`config.mk`:
```
export PLATFORM = sky130hd
export DESIGN_NAME = ldd_queue
export DESIGN_NICKNAME = d
export VERILOG_FILES = /design/src/hw/rtl/ldd_pkg.sv /design/src/hw/rtl/ldd_queue.sv
export VERILOG_INCLUDE_DIRS = /design/src /design/src/hw/rtl
export SDC_FILE = /design/constraint.sdc
export NUM_CORES = 1
export LEC_CHECK = 0
export BUFFER_PORTS_ARGS = -buffer_cell sky130_fd_sc_hd__buf_2
export CAP_MARGIN = 0
export CORE_ASPECT_RATIO = 0.5
export CORE_MARGIN = 10
export CORE_UTILIZATION = 38
export DETAILED_ROUTE_END_ITERATION = 8
export SKIP_CTS_REPAIR_TIMING = 1
export SYNTH_ARGS = -nofsm -noshare
export SYNTH_HDL_FRONTEND = slang
export SYNTH_SLANG_ARGS = --single-unit
```
`constraint.sdc`:
```
create_clock -name i_clk -period 3.13 [get_ports i_clk]
set_input_delay 0.1565 -clock i_clk [delete_from_list [all_inputs] [get_ports i_clk]]
set_output_delay 0.1565 -clock i_clk [all_outputs]
set_load 0.005 [all_outputs]
```
`src/hw/rtl/limb_to_decimal_digits_macros.svh`:
```
// assertion macros shared by the front, queue and back rtl files
`ifndef LIMB_TO_DECIMAL_DIGITS_MACROS_SVH
`define LIMB_TO_DECIMAL_DIGITS_MACROS_SVH

`ifndef NO_ASSERTIONS

// same-cycle implication
`define LDD_ASSERT_IMPLY(label, clk, rst_n, ante, cons) \
    label: assert property (@(posedge clk) disable iff (!(rst_n)) (ante) |-> (cons)) \
        else $error("ldd assertion failed");

// next-cycle implication
`define LDD_ASSERT_NEXT(label, clk, rst_n, ante, cons) \
    label: assert property (@(posedge clk) disable iff (!(rst_n)) (ante) |=> (cons)) \
        else $error("ldd assertion failed");

`else

`define LDD_ASSERT_IMPLY(label, clk, rst_n, ante, cons)
`define LDD_ASSERT_NEXT(label, clk, rst_n, ante, cons)

`endif

`endif

```
`src/hw/rtl/ldd_pkg.sv`:
```
package ldd_pkg;

    localparam int LIMB_DIGITS  = 9;
    localparam int MAX_CAPACITY = 4095;

    localparam int LIMB_W  = 30;
    localparam int DIG_W   = 4;
    localparam int IDX_W   = $clog2(LIMB_DIGITS + 1);
    localparam int CAP_W   = 12;
    localparam int CNT_W   = 13;
    localparam int CHAR_W  = 6;
    localparam int QUO_W   = LIMB_W - 3;

    // reciprocal of ten, exact for any 32-bit dividend
    localparam logic [31:0] RECIP_10    = 32'hCCCC_CCCD;
    localparam int          RECIP_SHIFT = 35;
    localparam int          PROD_W      = LIMB_W + 32;

    localparam logic [CHAR_W-1:0] ASCII_ZERO = 6'd48;

    localparam logic [CAP_W-1:0] CAP_CLAMP =
        (MAX_CAPACITY > 4095) ? 12'hFFF : CAP_W'(MAX_CAPACITY);

    localparam int QUEUE_DEPTH = 2;
    localparam int QPTR_W      = $clog2(QUEUE_DEPTH);
    localparam int QCNT_W      = $clog2(QUEUE_DEPTH + 1);

    typedef logic [LIMB_DIGITS-1:0][DIG_W-1:0] t_digits;

    // one converted limb on its way to the printer
    typedef struct packed {
        t_digits          digits;   // index 0 is the most significant digit
        logic [IDX_W-1:0] start;    // first digit to print, LIMB_DIGITS means none
        logic             new_num;  // restart the count and latch capacity
        logic [CAP_W-1:0] cap;
    } t_job;

    typedef enum logic [2:0] {
        F_IDLE = 3'b001,
        F_CONV = 3'b010,
        F_PUSH = 3'b100
    } t_front_state;

endpackage

```
`src/hw/rtl/ldd_queue.sv`:
```
`include "limb_to_decimal_digits_macros.svh"

module ldd_queue (
    input  logic          i_clk,
    input  logic          i_rst_n,
    input  logic          i_push_valid,
    output logic          o_push_ready,
    input  ldd_pkg::t_job i_push_job,
    output logic          o_pop_valid,
    input  logic          i_pop_ready,
    output ldd_pkg::t_job o_pop_job
);
    import ldd_pkg::*;

    t_job              r_mem [QUEUE_DEPTH];
    logic [QPTR_W-1:0] r_wr, r_rd;
    logic [QCNT_W-1:0] r_count;
    logic              w_push, w_pop;

    assign o_push_ready = (r_count != QCNT_W'(QUEUE_DEPTH));
    assign o_pop_valid  = (r_count != '0);
    assign o_pop_job    = r_mem[r_rd];
    assign w_push       = i_push_valid && o_push_ready;
    assign w_pop        = o_pop_valid && i_pop_ready;

    always_ff @(posedge i_clk) begin
        if (!i_rst_n) begin
            r_wr    <= '0;
            r_rd    <= '0;
            r_count <= '0;
        end else begin
            if (w_push) r_wr <= r_wr + 1'b1;
            if (w_pop)  r_rd <= r_rd + 1'b1;
            if (w_push && !w_pop) begin
                r_count <= r_count + 1'b1;
            end else if (w_pop && !w_push) begin
                r_count <= r_count - 1'b1;
            end
        end
    end

    always_ff @(posedge i_clk) begin
        if (w_push) r_mem[r_wr] <= i_push_job;
    end

    `LDD_ASSERT_IMPLY(a_count_bound, i_clk, i_rst_n, 1'b1, r_count <= QCNT_W'(QUEUE_DEPTH))
    `LDD_ASSERT_NEXT(a_push_fills, i_clk, i_rst_n, w_push && !w_pop, o_pop_valid)

endmodule

```
# Yosys cells after proc, flatten, opt, wreduce, memory -nomap -nowiden
# Memories as Yosys holds them, arrays and structs flattened. A register that Yosys moved wholly into a read port is not among the register bits.
# Index checks and enable logic that the tools add are counted.
# classes
n_eq_ne	1
reduce_logical	8
add_sub_neg	4
muxes	6
# ops
operator	n
$logic_and 1x1->1	4
$mux 1	4
$mux 2	2
$reduce_bool 2->1	2
$add 1x1->1 const B	2
$add 2x1->2 const B	1
$logic_not 1->1	2
$ne 2x2->1 const B	1
$sub 2x1->2 const B	1
# word_totals
memories	1
out_inout_bits	55
ramBits	106
register_bits	4
inputBits	57
# mem_list
memory	depth	word_bits	read_ports	rd_ports_with_merged_regs	write_ports	line_no	source
r_mem	2	53	1	1	1	ldd_queue.sv:15	t_job r_mem [QUEUE_DEPTH];

# Depth between registers and ports, before layout
# Gate-level depths: netlist of run 1.
# depth
depth_word	6
ltp_mapped	6

# Worst setup path before layout of run 1
# Ideal clock, no wire load.
# synth_path
path_type	register -> register
from	register r_count[0]
to	memory r_mem[1][0] in the netlist's numbering, enable pin
arrival_ns	1.865
t_required_ns	2.714
stages_incl_launch_ff	3
period_less_slack_ns	2.282
path_buffers	0
slack_ns	0.848
path_cell_list	dfxtp_1 > nand2b_4 > and3_1
# synth_between
elab_chain_len	4
# synth_lines
element	line_no	source
start: declaration	ldd_queue.sv:17	logic [QCNT_W-1:0] r_count;
start signal: assignment	ldd_queue.sv:35	r_count <= r_count + 1'b1;
start signal: assignment	ldd_queue.sv:37	r_count <= r_count - 1'b1;
$ne 2x2->1	ldd_queue.sv:20	assign o_push_ready = (r_count != QCNT_W'(QUEUE_DEPTH));
net o_push_ready	ldd_queue.sv:7	output logic o_push_ready,
$logic_and 1x1->1	ldd_queue.sv:23	assign w_push = i_push_valid && o_push_ready;
$mux 1	ldd_queue.sv:43	if (w_push) r_mem[r_wr] <= i_push_job;
$mux 1 (not written as such)	ldd_queue.sv:43	
end: declaration	ldd_queue.sv:15	
# The timed path passes the listed nets, and every way through them passes these cells.

==> results of run 1 <==
-- power groups by stage --
stage / sequential [µW] / combinational (µW) / clock, µW
global placement: 1980 / 876 / 0
CTS: 1970 / 900 / 1250
floorplan: 1930 / 562 / 0
global route: 1980 / 993 / 1320
finish: 1960 / 903 / 1210
detailed placement: 2000 / 894 / 0
-- cells in the mapped netlist, drive strengths merged --
library cell / instances / area (µm²)
or2: 1 / 6.260
mux2: 53 / 596.8
ha: 1 / 12.51
edfxtp: 106 / 3183
xnor2: 2 / 17.52
and3: 1 / 6.260
a21boi: 2 / 15.02
nand2b: 1 / 13.76
a21bo: 1 / 10.01
buf: 6 / 42.54
inv: 1 / 3.750
nand3b: 1 / 7.510
and2: 4 / 25.02
o21ai: 2 / 10.00
or3: 1 / 6.260
dfxtp: 5 / 100.1
xor2: 1 / 8.760
-- routing by layer --
metal	global-route usage	part of all wire	up-vias
met5	0	0	-
met4	0.02834	0.011	0
met3	0.03718	0.040	9
met2	0.2076	0.59	42
met1	0.09338	0.36	1119
li1	-	-	1050
-- layout by cell type (no fill, tap or decap), types with 2 or more instances in the layout --
cell type / Yosys / routed
dlygate4sd3_1: 0 / 34
edfxtp_1: 106 / 106
clkbuf_16: 0 / 9
bufinv_16: 0 / 2
buf_2: 1 / 111
xnor2_1: 2 / 2
buf_12: 0 / 2
clkinvlp_4: 0 / 2
dfxtp_1: 5 / 4
mux2_2: 53 / 53
and2_1: 4 / 4
-- per-stage QoR --
step | power, µW | std cells
4_1_cts | 4116 | 453
6_report | 4077 | 487
3_5_place_dp | 2891 | 437
3_3_place_gp | 2857 | 437
5_1_grt | 4296 | 487
2_1_floorplan | 2496 | 189
-- cell type report --
cell class | instances | area, µm² | share of cell area
flip-flops and latches | 111 | 3284 | 0.6001
repair buffers | 148 | 943.4 | 0.1724
multi-input cells | 71 | 737.0 | 0.1347
clock buffers | 9 | 225.2 | 0.04115
well taps | 140 | 175.2 | 0.03201
clock inverters | 7 | 103.9 | 0.01898
inverters | 1 | 3.754 | 0.0006859
-- cells by family (layout without fill, tap and decap cells) --
group,Yosys count,after routing
XOR/XNOR,3,3
AO/OA/AOI/OAI,5,5
AND/OR/NAND/NOR,9,9
flip-flops,111,111
adder cells (fa/ha/maj),1,1
buffers and inverters,7,165
multiplexers,53,53
-- path summary, 6_finish.rpt --
check                          start  slack [ns]                      end
max                             flop        1.09             o_pop_job[1]
min                   i_push_job[24]       0.009   r_mem[1][24]$_DFFE_PP_
max reg2reg  r_count[0]$_SDFFE_PN0P_        1.31   r_mem[1][19]$_DFFE_PP_
min reg2reg  r_count[1]$_SDFFE_PN0P_        0.57  r_count[1]$_SDFFE_PN0P_
-- registers in the layout (all words and copies together), names as in the netlist, named ones only --
register	count
r_count	2
r_rd	1
r_mem	106
r_wr	1
==> flow_summary.yaml, run 1 <==
finish:
  final_area_um2: 5473
  syn_to_final_growth_pct: 34.63
  drive_gt1_frac: 0.5447
  fin_util: 0.5307
  fillerInstances: 829
  final_nets: 400
  diodes: 0
route:
  firstDrtPassIters: 4
  wirelength_um: 8018
  drcViolationCount: 0
  via_per_inst: 4.559
  vias: 2220
  ant_nets: 0
  post_drt_wl_per_cell_um: 16.46
  first_iter_violations: 68
timing:
  timing.fmax_mhz: 490.1
  rsz0062_at_grt: "false"
  finalCritPeriodShare: 0.6519
  worst_pin_slew_ns: 0.7178
  fin_hold_ws_ns: 0.008551
  finalSetupTns_ns: 0
  skew_ns: 0.006590
  relSlewSlack: 0.5215
  post-route-min-period_ns: 2.040
  layout_setup_ws_ns: 1.090
  setup_viol: 0
  drv_slew: 0
  final_hold_viol_count: 0
grt:
  grt_pass1_vias: 2367
  grt_util_all_layers: 0.1016
  grt_pass1_wl_um: 12320
  grt-ovfl-total: 0
  grt_max_degree: 54
  antenna_found_initial: 0
yosys:
  yosysSeqAreaShare: 0.8076
  syn-cell-area_um2: 4065
  synth_top_family_by_area: "multiplexers"
  synth_compound_area_frac: 0.008618
  synth.area.mux_share: 0.1468
  synthXorXnorAreaFrac: 0.006464
  syn-num-nets: 247
  yosysWarnings: 0
  syn_inst: 189
  yosysUniqueCellTypes: 20
  synth-seq-cells: 111
  synthSimpleGateAreaFrac: 0.01600
  syn_avg_cell_area_um2: 21.51
  synth_adder_area_share: 0.003078
power:
  clkPwrFrac: 0.298
  swShare: 0.2464
  p_leak_uw: 0.002040
  intPower_uw: 3073
  ir_drop_mv: 0.3240
  power_density_nw_per_um2: 745.0
  p_switching_uw: 1004
  p_comb_frac: 0.221
  pwr-share-seq: 0.481
setup_path:
  crit_family: "flip-flops"
  slowest_stage: "dfxtp_2"
  crit_path_max_fanout: 27
  rr_worst_depth: 3
  arrival_ns: 1.88
  worstSetupEndpointType: "output port"
  cp.depth: 3
  cp_cell_sequence: "buf_12, mux2_2, buf_2"
  crit_buf_inv: 2
  criticalPathCategory: "reg2out"
  cp-start-kind: "flop"
  required_ns: 2.97
  cp_slowest_stage_delay_ns: 0.76
die:
  num_rows: 26
  dieArea_um2: 15490
  core-area_um2: 10310
  die_w_um: 166.3
  chipHeight_um: 93.14
  start_util: 0.3942
  ios: 112
clocking:
  clock_latency_ns: 0.34
  clock_path_buffers: 2
  cts_root_buffer: "clkbuf_16"
  cts_buffers: 9
  cts.sink_count: 111
  cts.htree.levels: 3
  clkTransAtPathRegs_ns: 0.07
  cts_tree: "yes"
min_path:
  hold_class: "in2reg"
  whs_path_depth: 1
placed_design:
  portBuffers: 111
  dpl.hpwl_um: 5618
  dp_slack_ns: 1.296
  place_area_um2: 4803
  gp_congestion: 0.7056
outcome:
  status: "complete, no violations"
flow_run:
  maxCapViolations: 0
Note: power is estimated with default switching activity, not from simulation.
==> run 2, diff against run 1 <==
--- a/config.mk
+++ b/config.mk
@@ -6,6 +6,7 @@
 export SDC_FILE = /design/constraint.sdc
 export NUM_CORES = 1
 export LEC_CHECK = 0
+export ABC_AREA = 1
 export BUFFER_PORTS_ARGS = -buffer_cell sky130_fd_sc_hd__buf_2
 export CAP_MARGIN = 0
 export CORE_ASPECT_RATIO = 0.5
==> constraint.sdc (replaced) <==
create_clock -name i_clk -period 1.7 [get_ports i_clk]
set_input_delay 0.085 -clock i_clk [delete_from_list [all_inputs] [get_ports i_clk]]
set_output_delay 0.085 -clock i_clk [all_outputs]
set_load 0.005 [all_outputs]
==> run 2 against run 1 <==
Net effect: sequential share of layout area fell by 4.4 points; power rose by 85%; worst hold slack improved by 0.13 ns; register-to-register slack got worse by 1.0 ns; critical endpoint is now o_pop_job[32]; largest power group unchanged.
==> flow_summary.yaml, run 2 <==
setup_path:
  required_ns: 1.62
  cp-start-kind: "flop"
  arrival_ns: 1.53
  rr_startpoint: "r_count[1]$_SDFFE_PN0P_"
  r2r_slack_ns: 0.27
  crit_path_max_fanout: 23
  criticalPathCategory: "reg2out"
  rr_worst_depth: 9
  worstSetupEndpointType: "output port"
  r2r-end: "r_count[1]$_SDFFE_PN0P_"
finish:
  final_nets: 436
  final_area_um2: 5913
  fillerInstances: 894
  final_common_cell: "buf_2"
  fin_util: 0.5353
  syn_to_final_growth_pct: 36.91
  largest_reg_flops: 106
  drive_gt1_frac: 0.5013
  reg.largest.list: "r_mem: 106 flops, r_count: 2 flops"
  top_register: "r_mem"
  final_cell_mix: "111 x buf_2, 106 x edfxtp_1, 54 x dlygate4sd3_1"
  diodes: 0
timing:
  layout_setup_ws_ns: 0.08576
  setup_viol: 0
  post-route-min-period_ns: 1.614
  worst_pin_slew_ns: 0.2419
  rsz0062_at_grt: "false"
  skew_ns: 0.002960
  relSlewSlack: 0.8383
  finalCritPeriodShare: 0.9496
  timing.fmax_mhz: 619.5
  final_hold_viol_count: 0
  drv_slew: 0
yosys:
  syn_inst: 202
  yosysUniqueCellTypes: 15
  synthArstFlopShare: 0
  synth_largest_area_cell: "edfxtp_1"
  syn-cell-area_um2: 4319
  yosysSeqAreaShare: 0.7601
  synth_edf_count: 106
  netlist_top_cells_count: "106 x edfxtp_1, 50 x mux2_4, 9 x nand2_1"
  synth-seq-cells: 111
  ys_top_cells_by_area: "edfxtp_1 74%, mux2_4 17%, buf_12 2.3%, dfxtp_1 2.3%, nand2_1 0.78%"
  yosysMostFrequentCell: "edfxtp_1"
  yosysWarnings: 0
  netlist.area_leader.share: 0.7370
  synthFlopType: "edfxtp_1"
  syn-num-nets: 260
  syn_avg_cell_area_um2: 21.38
die:
  chipHeight_um: 95.39
  start_util: 0.3910
  core-area_um2: 11050
  dieArea_um2: 16290
  die_w_um: 170.8
  num_rows: 27
  ios: 112
route:
  via_per_inst: 4.407
  ant_nets: 0
  wirelength_um: 8548
  post_drt_wl_per_cell_um: 16.19
  vias: 2327
  drcViolationCount: 0
  firstDrtPassIters: 4
  first_iter_violations: 72
power:
  p_leak_uw: 0.002345
  power_density_nw_per_um2: 1276
  power_uw: 7544
  ir_drop_mv: 0.6884
outcome:
  status: "complete, no violations"
placed_design:
  place_area_um2: 5100
  dp_slack_ns: 0.2712
  gp_congestion: 0.7357
  dpl.hpwl_um: 6094
  portBuffers: 111
min_path:
  worstHoldStart: "i_push_valid"
  hold_class: "in2reg"
  hold_end: "r_wr$_SDFFE_PN0P_"
  whs_path_depth: 4
grt:
  grt_pass1_wl_um: 12300
  grt_util_all_layers: 0.1003
  antenna_found_initial: 0
  grt_max_degree: 28
  grt-ovfl-total: 0
  grt_pass1_vias: 2412
clocking:
  cts_tree: "yes"
  clock_latency_ns: 0.34
  cts_root_buffer: "clkbuf_16"
  clkTransAtPathRegs_ns: 0.07
  clock_path_buffers: 2
  cts.sink_count: 111
  cts.htree.levels: 3
  cts_buffers: 9
flow_run:
  maxCapViolations: 0
[run 2: cell count changes after synthesis, sizes merged, moves of 2 or more]
cell,delta
nand2,+9
inv,+7
xnor2,-2
nor2,+8
and2,-4
a21boi,-2
[run 2: routing by layer]
layer  global-route usage  part of all wire
met1              0.09385              0.37
met2               0.1946              0.56
met3              0.04163             0.052
met5                    0                 0
met4              0.03771             0.016
[run 2: layout make-up]
type,count,area [µm²],share of cell area
sequential,111,3288,0.5561
timing repair buffer,171,1216,0.2057
multi-input combinational,77,924.6,0.1564
clock buffer,9,225.2,0.03809
tap,145,181.4,0.03068
inverter,8,30.03,0.005078
clock inverter,7,47.55,0.008041
[run 2: critical path: stages, from the launching register on]
cell and delay (ns):
dfxtp_4 0.46, buf_12 0.23, mux2_2 0.35, buf_2 0.13
[run 2: power by group]
part           internal [µW]  total, µW  switching (µW)
logic                   1140       2030             894
registers               3460       3610             151
clock network            996       1900             906
total                   5590       7540            1950
[run 2: logic make-up after synthesis]
family / after synthesis / share of synthesized area
DFF: 111 / 0.7601
adders and majority gates: 1 / 0.002896
buffers and inverters: 14 / 0.03274
and+or+nand+nor: 19 / 0.01738
muxes: 53 / 0.1816
AOI/OAI and AO/OA: 4 / 0.005214
[run 2: how the worst max path moves through the flow]
stage	slack [ns]	endpoint	startpoint	cells past startpoint
6_report	0.09	o_pop_job[32]	flop	3
5_1_grt	0.005	o_pop_job[32]	flop	3
4_1_cts	0.04	o_pop_job[32]	flop	3
3_5_place_dp	0.27	r_count[1]$_SDFFE_PN0P_	r_count[1]$_SDFFE_PN0P_	9
3_3_place_gp	0.40	r_count[1]$_SDFFE_PN0P_	r_count[1]$_SDFFE_PN0P_	9
2_1_floorplan	-0.04	r_mem[0][0]$_DFFE_PP_	r_count[0]$_SDFFE_PN0P_	4
[run 2: through the flow]
stage	hold WS, ns	cells	setup TNS [ns]
floorplan	0.1839	202	-2.592
global placement	0.2729	458	0
detailed placement	0.2767	458	0
CTS	-0.08974	474	0
global route	0.1854	528	0
finish	0.1347	528	0
==> run 3, diff against run 2 <==
--- a/config.mk
+++ b/config.mk
@@ -13,6 +13,7 @@
 export CORE_MARGIN = 10
 export CORE_UTILIZATION = 38
 export DETAILED_ROUTE_END_ITERATION = 8
+export REMOVE_ABC_BUFFERS = 1
 export SKIP_CTS_REPAIR_TIMING = 1
 export SYNTH_ARGS = -nofsm -noshare
 export SYNTH_HDL_FRONTEND = slang
==> run 3 against run 2 <==
Net effect: register-to-register slack got worse by 0.08 ns; count of clock-buffer cells in the layout unchanged; largest cell class unchanged; design area decreased by 0.80%; worst hold slack got worse by 0.12 ns; final cell count decreased by 0.57%; worst setup slack improved by 0.046 ns; maximum frequency increased by 2.9%; sequential share of layout area increased by 0.43 points; die area unchanged; non-clock buffer count decreased by 3; largest power group unchanged; power increased by 0.81%; global-route usage decreased by 0.33 points.
==> flow_summary.yaml, run 3 (same netlist as run 2, synthesis figures left out) <==
outcome:
  status: "complete, no violations"
route:
  ant_nets: 0
  post_drt_wl_per_cell_um: 16.07
  firstDrtPassIters: 4
  via_per_inst: 4.345
  drcViolationCount: 0
  wirelength_um: 8436
  vias: 2281
  first_iter_violations: 85
placed_design:
  dp_slack_ns: 0.1519
  dpl.hpwl_um: 5689
  place_area_um2: 5031
  portBuffers: 111
  gp_congestion: 0.7464
power:
  p_leak_uw: 0.002325
  ir_drop_mv: 0.6436
  power_density_nw_per_um2: 1296
setup_path:
  rr_startpoint: "r_count[0]$_SDFFE_PN0P_"
  crit_path_max_fanout: 23
  slowest_stage: "dfxtp_4"
  cp_slowest_stage_delay_ns: 0.36
  criticalPathCategory: "reg2out"
  required_ns: 1.62
  crit_family: "buffers and inverters"
  crit_buf_inv: 2
  cp-start-kind: "flop"
  cp_cell_sequence: "buf_6, mux2_4, buf_2"
  worstSetupEndpointType: "output port"
  arrival_ns: 1.48
timing:
  finalCritPeriodShare: 0.9227
  layout_setup_ws_ns: 0.1315
  timing.fmax_mhz: 637.5
  worst_pin_slew_ns: 0.3110
  drv_slew: 0
  rsz0062_at_grt: "false"
  setup_viol: 0
  final_hold_viol_count: 0
  relSlewSlack: 0.7927
  finalSetupTns_ns: 0
  skew_ns: 0.005358
  post-route-min-period_ns: 1.569
die:
  ios: 112
  core-area_um2: 11050
  num_rows: 27
  dieArea_um2: 16290
  start_util: 0.3910
  chipHeight_um: 95.39
  die_w_um: 170.8
clocking:
  cts.htree.levels: 3
  cts.sink_count: 111
  clock_latency_ns: 0.34
  clock_path_buffers: 2
  cts_tree: "yes"
  cts_root_buffer: "clkbuf_16"
  cts_buffers: 9
  clkTransAtPathRegs_ns: 0.07
finish:
  syn_to_final_growth_pct: 35.81
  final_nets: 433
  top_register: "r_mem"
  final_common_cell: "buf_2"
  reg.largest.list: "r_mem: 106 flops, r_count: 2 flops"
  final_cell_mix: "111 x buf_2, 106 x edfxtp_1, 53 x dlygate4sd3_1"
  drive_gt1_frac: 0.4921
  diodes: 0
  final_area_um2: 5866
  largest_reg_flops: 106
grt:
  antenna_found_initial: 0
  grt-ovfl-total: 0
  grt_max_degree: 54
  grt_util_all_layers: 0.09706
  grt_pass1_wl_um: 11890
  grt_pass1_vias: 2279
min_path:
  worstHoldStart: "i_rst_n"
  hold_class: "in2reg"
flow_run:
  maxCapViolations: 0
-- run 3: changes by cell type in the layout (fill, tap and decap cells not counted), sizes merged --
| cell | before | now |
|---|---|---|
| buf | 117 | 115 |
| bufinv | 0 | 1 |
| dlygate4sd3 | 54 | 53 |
| inv | 10 | 9 |
-- run 3: path summary, 6_finish.rpt --
kind                                                end  slack (ns)  cells after the start
worst min register to register                     flop        0.50                      2
worst max register to register  r_count[1]$_SDFFE_PN0P_        0.19                     10
worst min-delay path                               flop        0.02                      3
worst max-delay path                       o_pop_job[6]        0.13                      3
-- run 3: worst min-delay path: stages --
cell and delay (ns):
buf_2 0.13, nand2_1 0.08, nor2_1 0.04
-- run 3: per-layer routing --
layer  vias up  share of wire  wire, µm  GRT usage
li1       1121              -         -          -
met1      1101           0.37      3116    0.09467
met2        50           0.57      4828     0.1848
met3         9          0.045       382    0.03669
met4         0          0.013       108    0.03916
met5         -              0         0          0
-- run 3: power breakdown --
part / total (µW) / internal [µW] / switching (µW) / leakage (µW)
clock network: 2070 / 1140 / 922 / 0.000143
logic: 1970 / 1080 / 891 / 0.00115
registers: 3570 / 3460 / 112 / 0.00103
-- run 3: stage by stage --
stage,hold slack [ns],utilization,cells,total power [µW]
floorplan,0.1839,-,196,4843
global placement,0.2730,0.4554,456,5486
detailed placement,0.2778,0.4554,456,5550
CTS,-0.08699,0.4824,472,7625
global route,0.02182,0.5310,525,7987
finish,0.01910,0.5310,525,7605
-- run 3: final cells by class --
| type | count | area (µm²) |
|---|---|---|
| clock buffer | 9 | 225.2 |
| sequential | 111 | 3287 |
| multi-input combinational | 77 | 912.1 |
| timing repair buffer | 168 | 1157 |
| fill | 919 | 5181 |
| inverter | 8 | 30.03 |
| clock inverter | 7 | 72.57 |
| tap | 145 | 181.4 |
