--- config.mk ---
export PLATFORM = sky130hd
export DESIGN_NAME = ldd_back
export DESIGN_NICKNAME = d
export VERILOG_FILES = /design/src/hw/rtl/ldd_pkg.sv /design/src/hw/rtl/ldd_back.sv
export VERILOG_INCLUDE_DIRS = /design/src /design/src/hw/rtl
export SDC_FILE = /design/constraint.sdc
export NUM_CORES = 1
export LEC_CHECK = 0
export BUFFER_PORTS_ARGS = -buffer_cell sky130_fd_sc_hd__buf_2
export CORE_ASPECT_RATIO = 0.5
export CORE_MARGIN = 3
export CORE_UTILIZATION = 45
export DETAILED_ROUTE_END_ITERATION = 6
export MAX_ROUTING_LAYER = met4
export PLACE_DENSITY = 0.67
export REMOVE_ABC_BUFFERS = 1
export SKIP_CTS_REPAIR_TIMING = 1
export SLEW_MARGIN = 5
export SYNTH_ARGS = -nofsm -noshare
export SYNTH_HDL_FRONTEND = slang
export SYNTH_SLANG_ARGS = --single-unit
--- constraint.sdc ---
create_clock -name i_clk -period 5.15 [get_ports i_clk]
set_input_delay 0 -clock i_clk [delete_from_list [all_inputs] [get_ports i_clk]]
set_output_delay 0 -clock i_clk [all_outputs]
set_load 0.01 [all_outputs]
--- src/hw/rtl/limb_to_decimal_digits_macros.svh ---
// assertion macros shared by the front, queue and back rtl files
`ifndef LIMB_TO_DECIMAL_DIGITS_MACROS_SVH
`define LIMB_TO_DECIMAL_DIGITS_MACROS_SVH

`ifndef NO_ASSERTIONS

// same-cycle implication
`define LDD_ASSERT_IMPLY(label, clk, rst_n, ante, cons) \
    label: assert property (@(posedge clk) disable iff (!(rst_n)) (ante) |-> (cons)) \
        else $error("ldd assertion failed");

// next-cycle implication
`define LDD_ASSERT_NEXT(label, clk, rst_n, ante, cons) \
    label: assert property (@(posedge clk) disable iff (!(rst_n)) (ante) |=> (cons)) \
        else $error("ldd assertion failed");

`else

`define LDD_ASSERT_IMPLY(label, clk, rst_n, ante, cons)
`define LDD_ASSERT_NEXT(label, clk, rst_n, ante, cons)

`endif

`endif

--- src/hw/rtl/ldd_pkg.sv ---
package ldd_pkg;

    localparam int LIMB_DIGITS  = 9;
    localparam int MAX_CAPACITY = 4095;

    localparam int LIMB_W  = 30;
    localparam int DIG_W   = 4;
    localparam int IDX_W   = $clog2(LIMB_DIGITS + 1);
    localparam int CAP_W   = 12;
    localparam int CNT_W   = 13;
    localparam int CHAR_W  = 6;
    localparam int QUO_W   = LIMB_W - 3;

    // reciprocal of ten, exact for any 32-bit dividend
    localparam logic [31:0] RECIP_10    = 32'hCCCC_CCCD;
    localparam int          RECIP_SHIFT = 35;
    localparam int          PROD_W      = LIMB_W + 32;

    localparam logic [CHAR_W-1:0] ASCII_ZERO = 6'd48;

    localparam logic [CAP_W-1:0] CAP_CLAMP =
        (MAX_CAPACITY > 4095) ? 12'hFFF : CAP_W'(MAX_CAPACITY);

    localparam int QUEUE_DEPTH = 2;
    localparam int QPTR_W      = $clog2(QUEUE_DEPTH);
    localparam int QCNT_W      = $clog2(QUEUE_DEPTH + 1);

    typedef logic [LIMB_DIGITS-1:0][DIG_W-1:0] t_digits;

    // one converted limb on its way to the printer
    typedef struct packed {
        t_digits          digits;   // index 0 is the most significant digit
        logic [IDX_W-1:0] start;    // first digit to print, LIMB_DIGITS means none
        logic             new_num;  // restart the count and latch capacity
        logic [CAP_W-1:0] cap;
    } t_job;

    typedef enum logic [2:0] {
        F_IDLE = 3'b001,
        F_CONV = 3'b010,
        F_PUSH = 3'b100
    } t_front_state;

endpackage

--- src/hw/rtl/ldd_back.sv ---
`include "limb_to_decimal_digits_macros.svh"

module ldd_back (
    input  logic                      i_clk,
    input  logic                      i_rst_n,
    input  logic                      i_pop_valid,
    output logic                      o_pop_ready,
    input  ldd_pkg::t_job             i_pop_job,
    output logic                      o_out_valid,
    input  logic                      i_out_ready,
    output logic [ldd_pkg::CHAR_W-1:0] o_digit_char,
    output logic                      o_last_of_item
);
    import ldd_pkg::*;

    logic              r_busy;
    logic [IDX_W-1:0]  r_k;
    t_digits           r_digits;
    logic [CNT_W-1:0]  r_cnt;
    logic [CAP_W-1:0]  r_cap;
    logic              r_out_valid;
    logic [CHAR_W-1:0] r_out_char;
    logic              r_out_last;

    logic w_load, w_slot_free, w_can_emit, w_last, w_emit;

    assign o_pop_ready = !r_busy;
    assign w_load      = i_pop_valid && o_pop_ready;
    assign w_slot_free = !r_out_valid || i_out_ready;
    // a digit is left and the capacity still has room
    assign w_can_emit  = (r_k < IDX_W'(LIMB_DIGITS)) && (r_cnt < {1'b0, r_cap});
    assign w_last      = (r_k == IDX_W'(LIMB_DIGITS - 1))
                      || ((r_cnt + 1'b1) >= {1'b0, r_cap});
    assign w_emit      = r_busy && w_can_emit && w_slot_free;

    assign o_out_valid    = r_out_valid;
    assign o_digit_char   = r_out_char;
    assign o_last_of_item = r_out_last;

    always_ff @(posedge i_clk) begin
        if (!i_rst_n) begin
            r_busy      <= 1'b0;
            r_cnt       <= '0;
            r_cap       <= '0;
            r_out_valid <= 1'b0;
        end else begin
            if (w_load) begin
                r_busy <= 1'b1;
                if (i_pop_job.new_num) begin
                    r_cnt <= '0;
                    r_cap <= i_pop_job.cap;
                end
            end else if (r_busy) begin
                if (!w_can_emit) begin
                    r_busy <= 1'b0;
                end else if (w_slot_free) begin
                    r_cnt <= r_cnt + 1'b1;
                    if (w_last) r_busy <= 1'b0;
                end
            end
            if (w_emit) begin
                r_out_valid <= 1'b1;
            end else if (i_out_ready) begin
                r_out_valid <= 1'b0;
            end
        end
    end

    always_ff @(posedge i_clk) begin
        if (w_load) begin
            r_digits <= i_pop_job.digits;
            r_k      <= i_pop_job.start;
        end else if (w_emit) begin
            r_k <= r_k + 1'b1;
        end
        if (w_emit) begin
            r_out_char <= ASCII_ZERO + {2'b00, r_digits[r_k]};
            r_out_last <= w_last;
        end
    end

    `LDD_ASSERT_IMPLY(a_cnt_cap, i_clk, i_rst_n, r_busy, r_cnt <= {1'b0, r_cap})
    `LDD_ASSERT_NEXT(a_load_busy, i_clk, i_rst_n, w_load, r_busy)

endmodule

# [After elaboration in Yosys (flattened, before gate mapping)]
# Index checks and enable logic that the tools add are counted.
[totals] output_inout_bits=9 inputBits=57 ff_bits=74 word_cells=56
[classes] n_lt_le_gt_ge=4 add_sub_neg=3 n_reduce_logical=15 mux=16 n_eq_ne=2
[ops] op="$mux W13" n=5
[ops] op="$bmux W4 S4" n=1
[ops] op="$add A13 B1 Y13 const B" n=1
[ops] op="$ge A13 B12 Y1" n=1
[ops] op="$lt A13 B12 Y1" n=1
[ops] op="$mux W4" n=3
[ops] op="$reduce_bool A2 Y1" n=5
[ops] op="$mux W1" n=7
[ops] op="$add A5 B5 Y6 const A" n=1
[ops] op="$lt A4 B5 Y1 const B" n=1
[ops] op="$add A4 B1 Y4 const B" n=1
[ops] op="$eq A4 B4 Y1 const B" n=1
[ops] op="$logic_and A1 B1 Y1" n=4
[ops] op="$lt A4 B4 Y1 const B" n=1
[ops] op="$reduce_and A4 Y1" n=1
[ops] op="$logic_not A1 Y1" n=2
[ops] op="$logic_or A1 B1 Y1" n=2
[ops] op="$ne A2 B2 Y1 const B" n=1
[ops] op="$reduce_and A2 Y1" n=1

# [Longest topological paths before layout]
# Gate-level depths: netlist (run 1).
[logic_depth] word_depth=8 mapped_depth=11 ltp_nobuf=10

# [Worst setup path before layout (run 1)]
# No wires, ideal clock.
[synth_timing] kind="register -> register" start="register r_busy" end="register r_cap[10]" required_ps=5074 t_arrival_ps=2249 stages_incl_launch_ff=9 path_slack_ps=2826 n_path_buf=2 period_less_slack_ps=2324 setup_ps=76 path_cell_list="dfxtp_1 -> inv_1 -> nand2_1 -> clkinv_1 -> nand2_1 -> buf_6 -> buf_2 -> nand2_1 -> a21boi_0"
[synth_between] elab_chain_len=3
[synth_rtl] item="start: declaration" line="ldd_back.sv:16" rtl="logic r_busy;"
[synth_rtl] item="start signal: assignment" line="ldd_back.sv:42" rtl="r_busy <= 1'b0;"
[synth_rtl] item="start signal: assignment" line="ldd_back.sv:48" rtl="r_busy <= 1'b1;"
[synth_rtl] item="start signal: assignment" line="ldd_back.sv:55" rtl="r_busy <= 1'b0;"
[synth_rtl] item="$logic_not A1 Y1" line="ldd_back.sv:27" rtl="assign o_pop_ready = !r_busy;"
[synth_rtl] item="net o_pop_ready" line="ldd_back.sv:7" rtl="output logic o_pop_ready,"
[synth_rtl] item="$logic_and A1 B1 Y1" line="ldd_back.sv:28" rtl="assign w_load = i_pop_valid && o_pop_ready;"
[synth_rtl] item="net w_load" line="ldd_back.sv:25" rtl="logic w_load, w_slot_free, w_can_emit, w_last, w_emit;"
[synth_rtl] item="$reduce_and A2 Y1 (no source line)"
[synth_rtl] item="end signal: assignment" line="ldd_back.sv:51" rtl="r_cap <= i_pop_job.cap;"
[synth_rtl] item="end: declaration" line="ldd_back.sv:20" rtl="logic [CAP_W-1:0] r_cap;"
# The timed path passes the listed nets, and every way through them passes these cells.
# A chain may end at the register's enable or synchronous reset.

# [Final worst setup path (run 1)]
[layout_timing] start="register r_cnt[8]" end="register r_cnt[12]"
[layout_between] elab_chain_len=5 elab_cells_between_ends=9 cone_classes="add/sub: 1; order compare: 1; mux: 4; reduce/logical: 3"
[layout_rtl] item="start: declaration" line="ldd_back.sv:19" rtl="logic [CNT_W-1:0] r_cnt;"
[layout_rtl] item="start signal: assignment" line="ldd_back.sv:57" rtl="r_cnt <= r_cnt + 1'b1;"
[layout_rtl] item="$add A13 B1 Y13" line="ldd_back.sv:57"
[layout_rtl] item="$mux W13" line="ldd_back.sv:56" rtl="end else if (w_slot_free) begin"
[layout_rtl] item="$mux W13" line="ldd_back.sv:54" rtl="if (!w_can_emit) begin"
[layout_rtl] item="$mux W13" line="ldd_back.sv:53" rtl="end else if (r_busy) begin"
[layout_rtl] item="$mux W13" line="ldd_back.sv:47" rtl="if (w_load) begin"
# Parallel ways exist; a longest one is shown, timed or not. The select of a mux whose other input is x is not followed.

==> results by group, run 1 <==
Clocking
  – Clock slew at reported path FFs: 0.06 ns
  – Clk buf depth: 2
  – Worst skew pair latency: 0.33 ns
  – CTS tree: built
  – CTS Buf Count: 9
  – Clk sinks: 72
  – CTS root buffer: clkbuf_16
  – CTS H-tree lvls: 3

Final layout
  – Footprint of the multi-input gates: 0.001655 sq mm
  – Final net count: 519
  – Post-route cell area: 0.004942 sq mm
  – Layout cells sized above 1: 0.2215
  – Synthesis-to-finish area growth: 34.08%
  – FF/Latch Area: 0.001892 sq mm
  – # diodes: 0
  – Most frequent cells in the layout: buf_2, dlygate4sd3_1, nand2_1, edfxtp_1, ha_1
  – Most common cell after layout, fill and taps aside: buf_2
  – Layout fillers: 604
  – Final Core Density: 0.6482

GRT
  – Vias in the first global route: 2654
  – Initial antenna violation count: 0
  – Largest net degree at the start of global routing: 36
  – First-pass GRT wire length: 12850 um
  – Gr ovfl total: 0
  – Total track usage: 0.1800

Route
  – Routed WL: 8149 um
  – Met2 wire length: 3999 um
  – Total number of vias: 2714
  – DR iter-0 viols: 140
  – Vias per cell: 4.971
  – Met1 wire length: 3667 um
  – DR WL/cell: 14.92 um
  – Max layer used: met4
  – WL met3: 407 um
  – Router iterations before antenna repair: 4
  – # DRC: 0
  – Antenna viol nets, final: 0

Power
  – Internal power: 1.256 mW
  – Reg power frac: 0.428
  – Pleak: 2.084 nW
  – Sw Share: 0.2299
  – Psw: 0.3748 mW
  – Clk pwr share: 0.440
  – IR drop worst, VDD: 240.9 uV
  – Power per cell area: 329.9 mW/mm^2
  – Combinational power share: 0.131

Yosys
  – Cell Area, Synth: 0.003686 sq mm
  – Post-synthesis sequential area ratio: 0.5132
  – Register bit total from synthesis: 72
  – Ys flop type: edfxtp_1
  – Syn avg cell area: 11.63 sq um
  – Ys Warns: 0
  – Number of flops mapped to enable cells by yosys: 45
  – Mapped Cells: 317
  – Asr flop ratio synth: 0
  – Yosys cell types: 49

Run status
  – Outcome: finished clean

STA
  – Relative slew slack: 0.5009
  – Fin. max-slew vios: 0
  – Setup Skew: 0.005659 ns
  – Fin crit share: 0.4926
  – Final hold vios: 0
  – Final worst path period need: 2.537 ns
  – RSZ-0062 raised after global routing: false
  – # setup viols final: 0
  – Worst Tran Pin Value: 0.7469 ns
  – Setup TNS: 0 ns
  – Fmax: 0.3942 GHz
  – Final worst slack: 2.613 ns

Placed design
  – Port buffer count: 63
  – DP HPWL: 5367 um
  – Gpl congestion: 0.9325
  – Pre-CTS setup slack: 2.640 ns
  – Placed instance area: 0.004076 sq mm

Worst setup path
  – Data arrival, critical path: 2.81 ns
  – Critical Path Start Type: flop
  – CP Data Required Time: 5.43 ns
  – Crit path launch: r_cnt[8]$_SDFFE_PN0P_
  – CP cell instances: ha_1, a21o_1, a211o_1, o221ai_4, nand4_4, inv_1, a22o_1, and2_1
  – CP Capture Type: flop
  – R2r startpoint: r_cnt[8]$_SDFFE_PN0P_
  – CP peak stage delay: 0.47 ns
  – Critical-path top delay cell: dfxtp_1
  – Setup CP Type: flop to flop
  – Worst-path fanout max: 14

Run
  – Maxcap violations: 0

Die
  – IO Pins: 66
  – DIE HEIGHT: 70.00 um
  – Die W: 134.0 um
  – # rows: 22
  – Starting Density: 0.4834
  – Full die area: 0.009379 sq mm
  – Core area: 0.007625 sq mm

Min path
  – Hold crit path type: input port to flop
  – Hold Startpoint: i_out_ready
-- layer usage --
layer  track usage  vias up
met4       0.05017        0
met1        0.2174     1267
met2        0.2884       60
met3       0.06403        8
met5             -        -
li1              -     1379
-- synthesized netlist by cell type, drive strengths merged, types with 2 or more instances --
library cell  instances  area, sq um
nand2                48        180.2
edfxtp               45         1351
ha                   29        362.9
dfxtp                27        540.5
inv                  18        67.56
a21boi               15        112.6
o21ai                15        75.07
nand3                11        55.05
mux2i                 9        90.09
a21oi                 8        40.04
and2                  8        50.05
mux4                  8        180.2
nor2b                 8        50.05
xnor2                 8        70.07
buf                   6        47.54
clkbuf                6        23.77
and3                  5        36.28
nor2                  5        18.77
xor2                  4        35.03
a21o                  2        15.01
a31oi                 2        12.51
a41o                  2        22.52
and3b                 2        17.52
nand2b                2        12.51
nand4b                2        17.52
nor3                  2        10.01
o211ai                2        15.01
o21a                  2        15.01
-- area by class of cell --
class	instances	share of cell area
clock inverters	6	0.02354
multi-input cells	215	0.3349
flip-flops and latches	72	0.3828
repair buffers	116	0.1706
inverters	19	0.01443
well taps	108	0.02734
clock buffers	10	0.04633
-- logic make-up (layout without fill, tap and decap cells) --
family / Yosys count / after routing / share of synthesized area
and+or+nand+nor: 99 / 99 / 0.1395
DFF: 72 / 72 / 0.5132
AOI/OAI and AO/OA: 56 / 56 / 0.1073
buffers and inverters: 31 / 151 / 0.03869
adders and majority gates: 29 / 29 / 0.09844
muxes: 17 / 17 / 0.07332
xor gates and xnor gates: 12 / 12 / 0.02851
other: 1 / 2 / 0.001017
-- state kept, by name, indices dropped and copies added, names as in the netlist --
register / flops
o_digit_char: 4
r_digits: 36
o_out_valid: 1
r_cap: 12
r_cnt: 13
r_k: 4
o_last_of_item: 1
r_busy: 1
-- power by group through the flow --
| stage | Combinational [mW] | Sequential (mW) | Clock, mW |
|---|---|---|---|
| floorplan | 0.122 | 0.702 | 0 |
| global placement | 0.179 | 0.709 | 0 |
| detailed placement | 0.184 | 0.711 | 0 |
| CTS | 0.186 | 0.699 | 0.731 |
| global route | 0.240 | 0.705 | 0.758 |
| finish | 0.214 | 0.699 | 0.718 |
-- worst paths after layout --
check	to	slack (ns)	cells past startpoint
worst max-delay path	r_cnt[12]$_SDFFE_PN0P_	2.61	8
worst min-delay path	r_busy$_SDFF_PN0_	0.08	3
worst max register to register	r_cnt[12]$_SDFFE_PN0P_	2.61	8
worst min register to register	r_cap[7]$_SDFFE_PN0P_	0.47	2
-- critical path, delay by kind of cell, from the launching register on --
kind,cells,cell delay [ns]
DFF,1,0.47
and+or+nand+nor,2,0.43
AOI/OAI and AO/OA,4,0.89
adders and majority gates,1,0.30
buffers and inverters,1,0.38
-- metrics by stage --
step / cells / total power [mW] / hold slack, ns
4_1_cts: 494 / 1.616 / -0.1762
5_1_grt: 546 / 1.703 / 0.07633
2_1_floorplan: 306 / 0.8247 / 0.09887
6_report: 546 / 1.631 / 0.08296
3_5_place_dp: 478 / 0.8956 / 0.1781
3_3_place_gp: 478 / 0.8879 / 0.1765
Power figures use the tool's default switching activity.
==> inputs of run 2 (changes only) <==
- ABC_AREA: unset -> 1
- PLACE_DENSITY: 0.67 -> 0.66
- clock period: 5.15 -> 2.49 ns (I/O delays scaled with it)
==> run 2 against run 1 <==
Compared with the run above:
- the flow now finishes with violations (negative hold slack)
- non-clock buffer count grew 6
- sequential power up 100%
- clock skew is essentially flat
- clock power rose by 95%
- routed wire length up 7.3%
- via count up 14%
- fmax increased by 13%
- core utilization grew 0.45 points
- worst hold slack got worse by 0.11 ns
- sequential share of layout area shrank 0.28 points
- critical path type unchanged
- critical endpoint is now r_busy$_SDFF_PN0_
- largest cell class unchanged
==> results by group, run 2 <==
Yosys
  – Largest area contributor in the netlist: edfxtp_1
  – Asr flop ratio synth: 0
  – Post-synthesis sequential area ratio: 0.5094
  – Syn avg cell area: 9.331 sq um
  – Post-synth top area share: 0.3639
  – Ys Warns: 0
  – Yosys cell types: 35
  – Register bit total from synthesis: 72
  – Top cell types by occurrence after synthesis: nand2_1, inv_1, edfxtp_1, o21ai_0, a21oi_1
  – Ys flop type: edfxtp_1
  – Cell Area, Synth: 0.003714 sq mm
  – Top cells by area, synth: edfxtp_1, dfxtp_1, ha_1
  – Mapped Cells: 398
  – Number of flops mapped to enable cells by yosys: 45
  – Most frequent cell after synthesis: nand2_1

Final layout
  – Layout cells sized above 1: 0.2165
  – Max reg flops: 36
  – Top Registers: r_digits: 36 flops, r_cnt: 13 flops, r_cap: 12 flops
  – Synthesis-to-finish area growth: 34.50%
  – Fin cells: 630
  – Final net count: 603
  – Most frequent cells in the layout: nand2_1, buf_2, dlygate4sd3_1, inv_1, edfxtp_1
  – Most common cell after layout, fill and taps aside: nand2_1
  – # diodes: 0
  – Biggest register: r_digits

STA
  – Hold slack: -0.02411 ns
  – RSZ-0062 raised after global routing: false
  – Final worst slack: 0.2541 ns
  – Worst Tran Pin Value: 0.5436 ns
  – Setup TNS: 0 ns
  – Fin crit share: 0.8980
  – Final worst path period need: 2.236 ns
  – Fin. max-slew vios: 0
  – Final hold vios: 1
  – # setup viols final: 0
  – Setup Skew: 0.005495 ns
  – Fmax: 0.4472 GHz
  – Relative slew slack: 0.6372

Power
  – Power per cell area: 669.8 mW/mm^2
  – Pleak: 2.216 nW
  – IR drop worst, VDD: 357.0 uV
  – Power Total: 3.345 mW
  – Combinational power share: 0.164
  – Reg power frac: 0.417
  – Internal power: 2.483 mW
  – Psw: 0.8624 mW
  – Sw Share: 0.2578
  – Clk pwr share: 0.419

Worst setup path
  – R2r startpoint: r_cnt[1]$_SDFFE_PN0P_
  – CP Capture Type: flop
  – CP cell instances: ha_2, nand3_2, nor2_2, xor2_1, ha_1, a21oi_1, nand2_1, nor2_1, nand2_1, nand2_1, nand2_1, nand2_1, nand2_1, nand2_1, nand2_1, a21oi_2
  – Critical Path Sink: r_busy$_SDFF_PN0_
  – CP peak stage delay: 0.38 ns
  – Family with the most delay on the worst path: simple AND/OR/NAND/NOR gates
  – Crit path launch: r_cnt[1]$_SDFFE_PN0P_
  – CP Data Required Time: 2.76 ns
  – Setup CP Type: flop to flop
  – Worst R2R Path Depth: 16
  – Worst path most repeated cell: nand2_1
  – Worst r2r dst: r_busy$_SDFF_PN0_
  – Critical Path Start Type: flop
  – Data arrival, critical path: 2.51 ns
  – WP buf/inv: 0
  – Worst-path fanout max: 5
  – FF-to-FF setup slack: 0.25 ns
  – Critical path depth: 16
  – Critical-path top delay cell: dfxtp_2

GRT
  – Initial antenna violation count: 0
  – Vias in the first global route: 2690
  – GRT met3 Usage: 0.04892
  – GRT met1 Usage: 0.2279
  – Total track usage: 0.1770
  – Layer with the highest usage: met2
  – First-pass GRT wire length: 12730 um
  – Gr ovfl total: 0
  – Largest net degree at the start of global routing: 44
  – GRT met2 Usage: 0.2681

Clocking
  – CTS tree: built
  – Clk buf depth: 2
  – CTS Buf Count: 9
  – CTS H-tree lvls: 3
  – Worst skew pair latency: 0.34 ns
  – CTS root buffer: clkbuf_16
  – Clk sinks: 72
  – Clock slew at reported path FFs: 0.06 ns

Placed design
  – DP HPWL: 5540 um
  – Placed cell count: 563
  – Port buffer count: 63
  – Gpl congestion: 0.8155
  – Pre-CTS setup slack: 0.1564 ns

Run status
  – Outcome: finished, violations left
  – Failing checks: negative hold slack

Route
  – Routed WL: 8744 um
  – DR iter-0 viols: 183
  – Vias per cell: 4.892
  – # DRC: 0
  – Antenna viol nets, final: 0
  – Router iterations before antenna repair: 4
  – Total number of vias: 3082
  – DR WL/cell: 13.88 um

Die
  – IO Pins: 66
  – Starting Density: 0.4853
  – Full die area: 0.009445 sq mm
  – Core area: 0.007652 sq mm
  – # rows: 22
  – Die W: 134.5 um
  – DIE HEIGHT: 70.24 um

Min path
  – Hold crit path type: input port to flop
  – Hold path depth: 3

Run
  – Maxcap violations: 0
-- run 2: worst min path at each step --
stage,startpoint,endpoint,slack [ns]
after floorplan,i_pop_job[17],r_digits[0]$_DFFE_PP_,0.1
after global placement,i_pop_job[25],r_digits[8]$_DFFE_PP_,0.18
after detailed placement,i_pop_job[31],r_digits[14]$_DFFE_PP_,0.18
after CTS,i_pop_job[25],r_digits[8]$_DFFE_PP_,-0.18
after global routing,i_pop_job[16],r_k[3]$_DFFE_PP_,0.02
final,i_pop_job[16],r_k[3]$_DFFE_PP_,-0.02
-- run 2: cells by family (layout without fill, tap and decap cells) --
group / count (synthesis) / in the layout / synth area share
adder cells (fa/ha/maj): 29 / 29 / 0.09771
AO/OA/AOI/OAI: 81 / 81 / 0.1213
flip-flops: 72 / 72 / 0.5094
XOR/XNOR: 11 / 11 / 0.02797
other: 1 / 2 / 0.001010
buffers and inverters: 65 / 188 / 0.07480
AND/OR/NAND/NOR: 139 / 139 / 0.1678
-- run 2: layer usage --
metal  wire length, um  share of wire
met1              3938           0.45
met2              4211           0.48
met3               438          0.050
met4               156          0.018
met5                 0              0
-- run 2: final cells by class --
type                       count  area, sq um
sequential                    72         1898
tap                          108        135.1
timing repair buffer         122        885.9
clock inverter                 7        101.3
inverter                      50        192.7
multi-input combinational    262         1556
fill                         654         2658
clock buffer                   9        225.2
-- run 2: worst min-delay path, delay by kind of cell --
kind	cells	cell delay (ns)
buf+inv	1	0.08
compound gates	1	0.07
simple gates	1	0.04
-- run 2: per-stage QoR --
step                area, sq um  hold WS [ns]  utilization
floorplan                  3632       0.09887            -
global placement           4143        0.1766       0.5414
detailed placement         4143        0.1789       0.5414
CTS                        4469       -0.1771       0.5840
global route               4995       0.02267       0.6527
finish                     4995      -0.02411       0.6527
-- run 2: power groups by stage --
stage               sequential (mW)  clock [mW]  combinational [mW]
floorplan                      1.43           0               0.279
global placement               1.42           0               0.476
detailed placement             1.42           0               0.483
CTS                            1.39        1.43               0.487
global route                   1.40        1.47               0.623
finish                         1.40        1.40               0.549
==> inputs of run 3 (changes only) <==
- MAX_ROUTING_LAYER: met4 -> unset
==> run 3 against run 2 <==
Compared with the run above:
- the run still ends with negative hold slack left
- clock power barely moved
- design area unchanged
- global-route usage down 0.40 points
- setup slack gained 0.0012 ns
- clock-buffer cell count is the same
- cell count is the same
- register-to-register slack barely moved
- sequential share of layout area did not move
- via count grew 0.62%
- largest cell class unchanged
- highest routed layer unchanged
==> results by group, run 3 (synthesis gave the netlist of run 2 again) <==
Run status
  – Outcome: finished, violations left
  – Failing checks: negative hold slack

GRT
  – Gr ovfl total: 0
  – Vias in the first global route: 2692
  – Initial antenna violation count: 0
  – Total track usage: 0.1730
  – First-pass GRT wire length: 12720 um
  – Largest net degree at the start of global routing: 44

STA
  – Fmax: 0.4475 GHz
  – Hold slack: -0.02442 ns
  – Relative slew slack: 0.6454
  – Setup Skew: 0.006377 ns
  – Worst Tran Pin Value: 0.5313 ns
  – Final worst path period need: 2.235 ns
  – Fin. max-slew vios: 0
  – Final worst slack: 0.2552 ns
  – Final hold vios: 1
  – Setup TNS: 0 ns
  – Fin crit share: 0.8975
  – # setup viols final: 0
  – RSZ-0062 raised after global routing: false

Final layout
  – Final Core Density: 0.6527
  – Most frequent cells in the layout: nand2_1, buf_2, dlygate4sd3_1, inv_1, edfxtp_1
  – Most common cell after layout, fill and taps aside: nand2_1
  – Max reg flops: 36
  – Top Registers: r_digits: 36 flops, r_cnt: 13 flops, r_cap: 12 flops
  – Biggest register: r_digits
  – Synthesis-to-finish area growth: 34.50%
  – Final net count: 603
  – Layout cells sized above 1: 0.2165
  – # diodes: 0

Die
  – Core area: 0.007652 sq mm
  – DIE HEIGHT: 70.24 um
  – Full die area: 0.009445 sq mm
  – # rows: 22
  – IO Pins: 66
  – Die W: 134.5 um
  – Starting Density: 0.4853

Worst setup path
  – Setup CP Type: flop to flop
  – Worst R2R Path Depth: 16
  – Family with the most delay on the worst path: simple AND/OR/NAND/NOR gates
  – CP peak stage delay: 0.37 ns
  – Crit path launch: r_cnt[0]$_SDFFE_PN0P_
  – CP Data Required Time: 2.76 ns
  – WP buf/inv: 0
  – CP Capture Type: flop
  – Worst-path fanout max: 5
  – Critical path depth: 16
  – Worst path most repeated cell: nand2_1
  – Critical Path Sink: r_busy$_SDFF_PN0_
  – CP cell instances: ha_2, nand3_2, nor2_2, xor2_1, ha_1, a21oi_1, nand2_1, nor2_1, nand2_1, nand2_1, nand2_1, nand2_1, nand2_1, nand2_1, nand2_1, a21oi_2
  – Worst r2r dst: r_busy$_SDFF_PN0_
  – Critical Path Start Type: flop
  – Critical-path top delay cell: dfxtp_2
  – R2r startpoint: r_cnt[0]$_SDFFE_PN0P_
  – Data arrival, critical path: 2.51 ns
  – FF-to-FF setup slack: 0.26 ns

Placed design
  – Gpl congestion: 0.8039
  – Pre-CTS setup slack: 0.1564 ns
  – Port buffer count: 63
  – DP HPWL: 5540 um

Route
  – DR WL/cell: 13.96 um
  – Vias per cell: 4.922
  – Router iterations before antenna repair: 4
  – Antenna viol nets, final: 0
  – Total number of vias: 3101
  – WL met3: 461 um
  – Routed WL: 8792 um
  – DR iter-0 viols: 190
  – Met2 wire length: 4245 um
  – # DRC: 0
  – Max layer used: met4
  – Met1 wire length: 3940 um

Clocking
  – CTS tree: built
  – CTS Buf Count: 9
  – CTS H-tree lvls: 3
  – Clock slew at reported path FFs: 0.06 ns
  – CTS root buffer: clkbuf_16
  – Clk buf depth: 2
  – Worst skew pair latency: 0.34 ns
  – Clk sinks: 72

Min path
  – Hold Startpoint: i_pop_job[16]
  – Hold crit path type: input port to flop

Power
  – Power per cell area: 669.7 mW/mm^2
  – IR drop worst, VDD: 359.4 uV
  – Pleak: 2.216 nW
  – Power Total: 3.345 mW

Run
  – Maxcap violations: 0
run 3: cell counts in the layout (fill, tap and decap cells not counted):
No cell type changed its count.
run 3: power breakdown:
part	total (mW)	leakage [nW]	switching, mW	internal [mW]
clock network	1.40	0.153	0.515	0.887
registers	1.40	0.654	0.0271	1.37
logic	0.548	1.41	0.320	0.228
total	3.35	2.22	0.862	2.48
run 3: final cells by class:
type                    count  area [sq um]
clock buffers               9         225.2
inverters                  50         192.7
fillers                   654          2658
flip-flops and latches     72          1898
well taps                 108         135.1
clock inverters             7         101.3
repair buffers            122         885.9
multi-input cells         262          1556
run 3: worst min-delay path by stage:
stage                     slack [ns]  depth (start not counted)                      to
final                          -0.02                          3        r_k[3]$_DFFE_PP_
after global routing            0.02                          3        r_k[3]$_DFFE_PP_
after CTS                      -0.18                          1   r_digits[8]$_DFFE_PP_
after detailed placement        0.18                          1  r_digits[14]$_DFFE_PP_
after global placement          0.18                          1   r_digits[8]$_DFFE_PP_
after floorplan                  0.1                          0   r_digits[0]$_DFFE_PP_
run 3: stage by stage:
stage                     std cells  hold WS (ns)  cell area (sq um)
after floorplan                 384       0.09887               3632
after global placement          563        0.1766               4143
after detailed placement        563        0.1789               4143
after CTS                       579       -0.1771               4469
after global routing            630       0.01807               4995
final                           630      -0.02442               4995
run 3: layer usage:
layer  track usage  up-vias
met5             0        -
met4       0.05305        0
met3       0.06187       15
met2        0.2686       65
met1        0.2275     1444
li1              -     1577
run 3: worst reg2reg max path: stages (launching register included):
cell and delay (ns):
dfxtp_2 0.37, ha_2 0.21, nand3_2 0.10, nor2_2 0.16, xor2_1 0.20, ha_1 0.27
a21oi_1 0.18, nand2_1 0.08, nor2_1 0.08, nand2_1 0.06, nand2_1 0.05, nand2_1 0.06
nand2_1 0.06, nand2_1 0.06, nand2_1 0.06, nand2_1 0.07, a21oi_2 0.10
